--- src/rtl/mavg_pkg.sv ---
// ---------------------------------------------------------------------------
// mavg_pkg - shared definitions for the moving-average threshold alarm
// Field widths, reset values and the status bundle of the divider.
// ---------------------------------------------------------------------------
`default_nettype none

package mavg_pkg;

    // Millivolt field width (samples, mean, threshold)
    localparam int MV_W = 12;

    // Quotient width: the mean of 12-bit samples never exceeds 12 bits
    localparam int QUO_W = MV_W;

    // Default averaging window
    localparam int WINDOW_DEFAULT = 8;

    // Alarm threshold after reset
    localparam logic [MV_W-1:0] THRESHOLD_RESET = 12'd1500;

    // Divider status towards the sequencer
    typedef struct packed {
        logic busy;
        logic done;
    } div_stat_t;

endpackage

`default_nettype wire

--- src/rtl/mavg_if.sv ---
// ---------------------------------------------------------------------------
// mavg_if - stream channels of the moving-average threshold alarm
// Sample channel (in) and result channel (out), valid/ready handshake.
// ---------------------------------------------------------------------------
`default_nettype none

interface mavg_sample_if;
    logic                      valid;
    logic                      ready;
    logic [mavg_pkg::MV_W-1:0] sample_mv;

    modport source (output valid, output sample_mv, input ready);
    modport sink   (input valid, input sample_mv, output ready);
endinterface

interface mavg_result_if;
    logic                      valid;
    logic                      ready;
    logic [mavg_pkg::MV_W-1:0] filtered_mv;
    logic                      alarm;

    modport source (output valid, output filtered_mv, output alarm, input ready);
    modport sink   (input valid, input filtered_mv, input alarm, output ready);
endinterface

`default_nettype wire

--- src/rtl/moving_average_threshold_alarm.sv ---
// ---------------------------------------------------------------------------
// moving_average_threshold_alarm - windowed mean with threshold alarm
// Keeps the last WINDOW millivolt samples, returns their truncated mean and
// an alarm bit for every sample.
// ---------------------------------------------------------------------------
// Each accepted sample word yields one result word: the ring is read at the
// accept edge, then the running sum is updated and the divider started, the
// shared compare-and-subtract divider runs its QUO_W (12) steps, the sequencer
// sees the divider finish, and the output register is loaded once it is empty
// or its result is taken. The divider sets the rate; sample.ready is low from
// accept until the result is loaded, so a new sample is taken only after the
// previous result is loaded. A finished result may wait in the output
// register while the next sample is taken. The ring needs no clearing pass:
// until WINDOW samples have been seen the overwritten entry reads as zero.
// alarm_threshold is written through cfg_wr_en/cfg_wr_data; the user must
// write it only while idle, the block itself does not enforce this.
`default_nettype none

module moving_average_threshold_alarm #(
    parameter int WINDOW = mavg_pkg::WINDOW_DEFAULT
) (
    input  wire logic                      clk,
    input  wire logic                      rst_n,
    input  wire logic                      cfg_wr_en,
    input  wire logic [mavg_pkg::MV_W-1:0] cfg_wr_data,
    mavg_sample_if.sink                    sample,
    mavg_result_if.source                  result
);

    localparam int MV_W   = mavg_pkg::MV_W;
    localparam int QUO_W  = mavg_pkg::QUO_W;
    localparam int SLOT_W = (WINDOW > 1) ? $clog2(WINDOW) : 1;
    localparam int CNT_W  = $clog2(WINDOW + 1);
    localparam int SUM_W  = $clog2(WINDOW * ((1 << MV_W) - 1) + 1);

    typedef enum logic [1:0] {
        S_IDLE,
        S_UPDATE,
        S_DIVIDE,
        S_FINISH
    } state_t;

    state_t              state_reg;
    logic [MV_W-1:0]     thr_reg;
    logic [MV_W-1:0]     sample_reg;
    logic [SUM_W-1:0]    sum_reg;
    logic [SUM_W-1:0]    sum_next;
    logic [SLOT_W-1:0]   slot_reg;
    logic [CNT_W-1:0]    fill_reg;
    logic [CNT_W-1:0]    fill_next;
    logic [MV_W-1:0]     ring_mem [WINDOW];
    logic [MV_W-1:0]     ring_rd_reg;
    logic [MV_W-1:0]     old_mv;
    logic                ring_full;
    logic                accept;
    logic                div_start;
    mavg_pkg::div_stat_t div_stat;
    logic [QUO_W-1:0]    quotient;
    logic                out_valid_reg;
    logic [MV_W-1:0]     out_mv_reg;
    logic                out_alarm_reg;
    logic                out_load;

    assign accept    = sample.valid && sample.ready;
    assign ring_full = (fill_reg == CNT_W'(WINDOW));
    assign div_start = (state_reg == S_UPDATE);
    assign out_load  = (state_reg == S_FINISH) && (!out_valid_reg || result.ready);

    // Drop the overwritten entry; it is zero until the ring has filled
    assign old_mv    = ring_full ? ring_rd_reg : '0;
    assign sum_next  = sum_reg - SUM_W'(old_mv) + SUM_W'(sample_reg);
    assign fill_next = ring_full ? fill_reg : fill_reg + 1'b1;

    // Threshold register
    always_ff @(posedge clk or negedge rst_n)
    begin
        if (!rst_n)
        begin
            thr_reg <= mavg_pkg::THRESHOLD_RESET;
        end
        else if (cfg_wr_en)
        begin
            thr_reg <= cfg_wr_data;
        end
    end

    // Sample ring: read the slot on accept, write the new word on update
    always_ff @(posedge clk)
    begin
        if (accept)
        begin
            ring_rd_reg <= ring_mem[slot_reg];
        end
        if (state_reg == S_UPDATE)
        begin
            ring_mem[slot_reg] <= sample_reg;
        end
    end

    // Hold the accepted sample
    always_ff @(posedge clk)
    begin
        if (accept)
        begin
            sample_reg <= sample.sample_mv;
        end
    end

    // Sequencer, window state and output register
    always_ff @(posedge clk or negedge rst_n)
    begin
        if (!rst_n)
        begin
            state_reg     <= S_IDLE;
            sum_reg       <= '0;
            slot_reg      <= '0;
            fill_reg      <= '0;
            out_valid_reg <= 1'b0;
            out_mv_reg    <= '0;
            out_alarm_reg <= 1'b0;
        end
        else
        begin
            if (result.ready && out_valid_reg && !out_load)
            begin
                out_valid_reg <= 1'b0;
            end
            unique case (state_reg)
                S_IDLE:
                begin
                    if (accept)
                    begin
                        state_reg <= S_UPDATE;
                    end
                end
                S_UPDATE:
                begin
                    sum_reg  <= sum_next;
                    fill_reg <= fill_next;
                    if (slot_reg == SLOT_W'(WINDOW - 1))
                    begin
                        slot_reg <= '0;
                    end
                    else
                    begin
                        slot_reg <= slot_reg + 1'b1;
                    end
                    state_reg <= S_DIVIDE;
                end
                S_DIVIDE:
                begin
                    if (div_stat.done)
                    begin
                        state_reg <= S_FINISH;
                    end
                end
                S_FINISH:
                begin
                    if (out_load)
                    begin
                        out_valid_reg <= 1'b1;
                        out_mv_reg    <= quotient;
                        out_alarm_reg <= (quotient >= thr_reg);
                        state_reg     <= S_IDLE;
                    end
                end
                default:
                begin
                    state_reg <= S_IDLE;
                end
            endcase
        end
    end

    // Mean of the window: running sum over the fill count
    mavg_div #(
        .SUM_W (SUM_W),
        .CNT_W (CNT_W)
    ) u_div (
        .clk      (clk),
        .rst_n    (rst_n),
        .start    (div_start),
        .dividend (sum_next),
        .divisor  (fill_next),
        .stat     (div_stat),
        .quotient (quotient)
    );

    assign sample.ready       = (state_reg == S_IDLE);
    assign result.valid       = out_valid_reg;
    assign result.filtered_mv = out_mv_reg;
    assign result.alarm       = out_alarm_reg;

    // Checks
    a_ready_not_dividing: assert property (@(posedge clk) disable iff (!rst_n)
        sample.ready |-> !div_stat.busy)
        else $error("sample taken while divider busy");

    a_start_when_free: assert property (@(posedge clk) disable iff (!rst_n)
        div_start |-> !div_stat.busy)
        else $error("divider restarted while busy");

    a_accept_updates: assert property (@(posedge clk) disable iff (!rst_n)
        accept |=> (state_reg == S_UPDATE))
        else $error("accepted sample did not reach update");

    a_fill_bounded: assert property (@(posedge clk) disable iff (!rst_n)
        fill_reg <= CNT_W'(WINDOW))
        else $error("fill count beyond window");

    a_slot_bounded: assert property (@(posedge clk) disable iff (!rst_n)
        32'(slot_reg) < WINDOW)
        else $error("write slot beyond window");

endmodule

`default_nettype wire

--- src/rtl/mavg_div.sv ---
// ---------------------------------------------------------------------------
// mavg_div - iterative unsigned divider
// Restoring long division, one quotient bit per cycle through one shared
// compare-and-subtract. The quotient is known to fit in QUO_W bits.
// ---------------------------------------------------------------------------
`default_nettype none

module mavg_div #(
    parameter int SUM_W = 15,
    parameter int CNT_W = 4
) (
    input  wire logic                            clk,
    input  wire logic                            rst_n,
    input  wire logic                            start,
    input  wire logic [SUM_W-1:0]                dividend,
    input  wire logic [CNT_W-1:0]                divisor,
    output mavg_pkg::div_stat_t                  stat,
    output logic      [mavg_pkg::QUO_W-1:0]      quotient
);

    localparam int QUO_W  = mavg_pkg::QUO_W;
    localparam int SHW    = CNT_W + QUO_W - 1;
    localparam int DW     = (SUM_W > SHW) ? SUM_W : SHW;
    localparam int STEP_W = $clog2(QUO_W);

    logic              busy_reg;
    logic              done_reg;
    logic [STEP_W-1:0] step_reg;
    logic [DW-1:0]     rem_reg;
    logic [DW-1:0]     dsh_reg;
    logic [QUO_W-1:0]  quo_reg;
    logic              ge;

    // Shared compare: partial remainder against the shifted divisor
    assign ge = (rem_reg >= dsh_reg);

    // Step control
    always_ff @(posedge clk or negedge rst_n)
    begin
        if (!rst_n)
        begin
            busy_reg <= 1'b0;
            done_reg <= 1'b0;
            step_reg <= '0;
        end
        else
        begin
            done_reg <= 1'b0;
            if (start)
            begin
                busy_reg <= 1'b1;
                step_reg <= STEP_W'(QUO_W - 1);
            end
            else if (busy_reg)
            begin
                if (step_reg == '0)
                begin
                    busy_reg <= 1'b0;
                    done_reg <= 1'b1;
                end
                else
                begin
                    step_reg <= step_reg - 1'b1;
                end
            end
        end
    end

    // Datapath: subtract where it fits, shift the divisor down one place
    always_ff @(posedge clk)
    begin
        if (start)
        begin
            rem_reg <= DW'(dividend);
            dsh_reg <= DW'(divisor) << (QUO_W - 1);
            quo_reg <= '0;
        end
        else if (busy_reg)
        begin
            if (ge)
            begin
                rem_reg <= rem_reg - dsh_reg;
            end
            quo_reg <= {quo_reg[QUO_W-2:0], ge};
            dsh_reg <= dsh_reg >> 1;
        end
    end

    assign stat.busy = busy_reg;
    assign stat.done = done_reg;
    assign quotient  = quo_reg;

endmodule

`default_nettype wire
--- src/flat_wrapper.sv ---
// flat-port wrapper written by rule: the top's interface ports become plain ports
module moving_average_threshold_alarm_flat 
#(
    parameter int WINDOW = mavg_pkg::WINDOW_DEFAULT
)
  (clk, rst_n, cfg_wr_en, cfg_wr_data, sample_valid, sample_sample_mv, sample_ready, result_valid, result_filtered_mv, result_alarm, result_ready);
  mavg_sample_if sample_i ();
  mavg_result_if result_i ();
  input  wire logic clk;
  input  wire logic rst_n;
  input  wire logic cfg_wr_en;
  input  wire logic [mavg_pkg::MV_W-1:0] cfg_wr_data;
  input wire logic [$bits(sample_i.valid)-1:0] sample_valid;
  input wire logic [$bits(sample_i.sample_mv)-1:0] sample_sample_mv;
  output wire logic [$bits(sample_i.ready)-1:0] sample_ready;
  output wire logic [$bits(result_i.valid)-1:0] result_valid;
  output wire logic [$bits(result_i.filtered_mv)-1:0] result_filtered_mv;
  output wire logic [$bits(result_i.alarm)-1:0] result_alarm;
  input wire logic [$bits(result_i.ready)-1:0] result_ready;
  assign sample_i.valid = sample_valid;
  assign sample_i.sample_mv = sample_sample_mv;
  assign sample_ready = sample_i.ready;
  assign result_valid = result_i.valid;
  assign result_filtered_mv = result_i.filtered_mv;
  assign result_alarm = result_i.alarm;
  assign result_i.ready = result_ready;
  moving_average_threshold_alarm #(.WINDOW(WINDOW)) u_core (.clk(clk), .rst_n(rst_n), .cfg_wr_en(cfg_wr_en), .cfg_wr_data(cfg_wr_data), .sample(sample_i), .result(result_i));
endmodule
--- config.mk ---
export PLATFORM = sky130hd
export DESIGN_NAME = moving_average_threshold_alarm_flat
export DESIGN_NICKNAME = d
export VERILOG_FILES = /design/src/rtl/mavg_pkg.sv /design/src/rtl/mavg_if.sv /design/src/rtl/moving_average_threshold_alarm.sv /design/src/rtl/mavg_div.sv /design/src/flat_wrapper.sv
export SDC_FILE = /design/constraint.sdc
export NUM_CORES = 1
export LEC_CHECK = 0
export BUFFER_PORTS_ARGS = -buffer_cell sky130_fd_sc_hd__buf_2
export CAP_MARGIN = 20
export CORE_AREA = 2 2 134 136
export CTS_CLUSTER_DIAMETER = 50
export DETAILED_ROUTE_END_ITERATION = 16
export DIE_AREA = 0 0 136 138
export PLACE_DENSITY = 0.79
export SLEW_MARGIN = 20
export SYNTH_ARGS = -nofsm -noshare
export SYNTH_HDL_FRONTEND = slang
export SYNTH_SLANG_ARGS = --single-unit
--- constraint.sdc ---
create_clock -name clk -period 4.4 [get_ports clk]
set_input_delay 0.22 -clock clk [delete_from_list [all_inputs] [get_ports clk]]
set_output_delay 0.22 -clock clk [all_outputs]
set_load 0.02 [all_outputs]
==> results.cfg <==
[flow_run]
max_cap_violations = 0

[die]
number_of_i_o_pins = 44
fp.dieH_um = 138
chipWidth_um = 136
core_area_um2 = 17500
die_area_um2 = 18800
placement_rows = 49
start_util_pct = 60.5

[layout]
largest_reg_flops = 96
stdcell_count = 1204
fillers = 1228
antennaDiodeCount = 0
fin_nets = 1050
registers.top_by_ff_count = u_core.ring_mem
layout-drive-gt1-share_pct = 16.1
area_delta_synth_final_pct = 15.0
final_util_pct = 69.5

[sta]
clock-skew-final_ns = 0.0248
finalSetupViolations = 0
hold_viol = 0
setup-tns-final_ns = 0
layout_min_cycle_time_ns = 3.58
final_max_slew_viol_count = 0
tightest_slew_ns = 0.894
unrepaired_setup_endpoints_after_global_routing = false
slew_headroom_pct = 40.4
min_period_over_period_pct = 81.4
max_freq_ghz = 0.279

[setup_path]
crit_required_ns = 4.65
r2r_start = u_core.fill_reg[0]$_DFFE_PN0P_
timing.critical_path.arrival_ns = 3.83
critPathLaunchType = flop
worstSetupStartpoint = u_core.fill_reg[0]$_DFFE_PN0P_
endpoint = u_core.u_div.rem_reg[11]$_DFFE_PP_
ff2ff_path_depth = 15
reg2reg_slack_ns = 0.82
worstPathMaxFanout = 14
timing.setup.critical_path_class = flop to flop
regToRegEndpoint = u_core.u_div.rem_reg[11]$_DFFE_PP_
critPathCaptureType = flop

[outcome]
outcome = completed

[global_route]
antenna_found_initial = 0
grt_pass1_wl_mm = 35.3
grt_remaining_overflow = 0
grt_pass1_vias = 6995
grt_resource_usage_total_pct = 23.7
pin_count_of_the_biggest_net_entering_global_routing = 57

[clock_tree]
clock_sinks = 218
number_of_h_tree_levels = 1
postCtsSetupRepairBufs = 0
worst_setup_hold_path_clk_slew_ns = 0.06
cts-root-to-sink-buffers = 3
cts_made_buffers = 25
cts_tree = yes
clk_latency_ns = 0.53
cts.root.buffer_cell = sky130_fd_sc_hd__clkbuf_16

[detailed_routing]
detail_route.drc_violations = 0
detail_route.iter0.violations = 336
drt-total-wl_mm = 21.6
ant_nets = 0
route.detailed.wl_per_inst_um = 18.0
via_per_inst = 5.71
detailedRoute.firstPassIterationCount = 5
routed-via-count = 6869

[synthesis]
netlist.area_leader.share_pct = 39.4
synth_cells = 880
ys_top_cells_by_area = sky130_fd_sc_hd__edfxtp_1 39%, sky130_fd_sc_hd__dfrtp_1 12%, sky130_fd_sc_hd__ha_1 6.1%
post_synth_instance_area_um2 = 10600
ys_warn_count = 0
number_of_synthesized_flops_with_an_enable_pin = 139
postSynth.asyncResetShare_pct = 25.7
synth.net_count = 974
mean_area_per_synthesized_cell_um2 = 12.0
synth-seq-area-share_pct = 57.0
flop_and_latch_count_out_of_synthesis = 218
post-synth-top-area-cell = sky130_fd_sc_hd__edfxtp_1
yosysMostFrequentCell = sky130_fd_sc_hd__edfxtp_1
main_synth_ff_type = sky130_fd_sc_hd__edfxtp_1
yosysUniqueCellTypes = 71
post_synth_most_frequent_cells = 139 x sky130_fd_sc_hd__edfxtp_1, 92 x sky130_fd_sc_hd__inv_1, 63 x sky130_fd_sc_hd__nor2_1, 59 x sky130_fd_sc_hd__nand2_1, 52 x sky130_fd_sc_hd__ha_1

[power_and_ir_drop]
p_leak_nw = 5.13
power.ir.vdd_worst_uv = 592
pwr_density_cell_nw_per_um2 = 822

[min_path]
hold_class = input port to flop
min_path_cells = 3

[placed_design]
gp_congestion = 0.900
io_buffers = 43
dpl.hpwl_mm = 14.0
placedCellCount = 1133
## where the power goes
part | internal (mW) | switching [mW] | leakage, nW
clock network | 1.26 | 0.820 | 0.414
logic | 1.94 | 2.71 | 2.56
registers | 2.92 | 0.364 | 2.16
total | 6.13 | 3.90 | 5.13
## critical path, stage by stage (launching register included)
cell and delay (ns):
sky130_fd_sc_hd__dfrtp_1 0.42, sky130_fd_sc_hd__inv_1 0.09, sky130_fd_sc_hd__ha_1 0.20, sky130_fd_sc_hd__nand2_1 0.07
sky130_fd_sc_hd__nor2_1 0.04, sky130_fd_sc_hd__buf_4 0.18, sky130_fd_sc_hd__and2_1 0.17, sky130_fd_sc_hd__fa_1 0.47
sky130_fd_sc_hd__inv_1 0.04, sky130_fd_sc_hd__ha_1 0.35, sky130_fd_sc_hd__a21oi_1 0.34, sky130_fd_sc_hd__o211ai_1 0.17
sky130_fd_sc_hd__and2_1 0.20, sky130_fd_sc_hd__a31oi_1 0.21, sky130_fd_sc_hd__xor2_1 0.23, sky130_fd_sc_hd__mux2i_1 0.11
## worst min-delay path by stage
stage / start / endpoint / slack [ns]
after floorplan: rst_n / u_core.fill_reg[0]$_DFFE_PN0P_ / -0.08
after detailed placement: sample_sample_mv[8] / u_core.sample_reg[8]$_DFFE_PP_ / 0.40
final: cfg_wr_en / u_core.thr_reg[7]$_DFFE_PN1P_ / 0.1
after global routing: cfg_wr_en / u_core.thr_reg[3]$_DFFE_PN1P_ / 0.14
after CTS: cfg_wr_en / u_core.thr_reg[7]$_DFFE_PN1P_ / 0.08
after global placement: sample_sample_mv[11] / u_core.sample_reg[11]$_DFFE_PP_ / 0.40
## area by class of cell
| type | count | area [um^2] | share of cell area [%] |
|---|---|---|---|
| clock buffer | 34 | 711 | 5.83 |
| clock inverter | 12 | 139 | 1.14 |
| inverter | 94 | 353 | 2.89 |
| multi-input combinational | 534 | 4080 | 33.5 |
| sequential | 218 | 6040 | 49.6 |
| tap | 229 | 287 | 2.35 |
| timing repair buffer | 83 | 578 | 4.74 |
## per-layer routing
| metal | vias up | share of wire (%) | GRT usage (%) |
|---|---|---|---|
| met1 | 3369 | 44 | 31.8 |
| met2 | 172 | 49 | 39.7 |
| met5 | - | 0 | 0 |
| met4 | 0 | 2.5 | 7.46 |
| li1 | 3292 | - | - |
| met3 | 36 | 4.8 | 3.70 |
## stage by stage
stage / cell area [um^2] / power (mW) / hold WS [ns] / setup slack [ns]
floorplan: 10600 / 6.80 / -0.0756 / 1.02
finish: 12200 / 10.0 / 0.0969 / 0.817
global placement: 11100 / 7.74 / 0.396 / 0.968
CTS: 12200 / 10.0 / 0.0833 / 0.850
detailed placement: 11100 / 7.88 / 0.398 / 0.881
global route: 12200 / 10.7 / 0.135 / 0.565
## layout by cell type, fill, tap and decap left out, types with 11 or more instances in the layout
cell                              n
sky130_fd_sc_hd__buf_2           43
sky130_fd_sc_hd__edfxtp_1       139
sky130_fd_sc_hd__a221oi_1        12
sky130_fd_sc_hd__inv_1           92
sky130_fd_sc_hd__o21ai_0         42
sky130_fd_sc_hd__dlygate4sd3_1   25
sky130_fd_sc_hd__nand2_1         59
sky130_fd_sc_hd__nand3_1         14
sky130_fd_sc_hd__xnor2_1         15
sky130_fd_sc_hd__mux2i_1         39
sky130_fd_sc_hd__nor2_1          63
sky130_fd_sc_hd__mux2_2          31
sky130_fd_sc_hd__dfxtp_1         23
sky130_fd_sc_hd__dfrtp_1         49
sky130_fd_sc_hd__xor2_1          13
sky130_fd_sc_hd__clkbuf_16       26
sky130_fd_sc_hd__a31oi_1         11
sky130_fd_sc_hd__ha_1            51
sky130_fd_sc_hd__buf_4           15
sky130_fd_sc_hd__and2_1          15
sky130_fd_sc_hd__a21oi_1         24
sky130_fd_sc_hd__a21o_1          13
sky130_fd_sc_hd__fa_1            13
## cells by family (layout without fill, tap and decap cells)
logic type               count (synthesis)  after routing  synth area share [%]
AND/OR/NAND/NOR                        197            197                  8.80
adder cells (fa/ha/maj)                 65             65                  8.59
XOR/XNOR                                28             28                  2.31
multiplexers                            75             75                  7.72
flip-flops                             218            218                  57.0
buffers and inverters                  128            223                  4.71
AO/OA/AOI/OAI                          169            169                  10.8
## what timing repair did
| item | CTS | global route |
|---|---|---|
| setup endpoints to repair | 0 | 0 |
| hold buffers | 25 | 0 |
| hold endpoints to repair | 73 | 0 |
| gates resized for setup | 0 | 0 |
No activity file was read; power rests on OpenSTA's default activity.
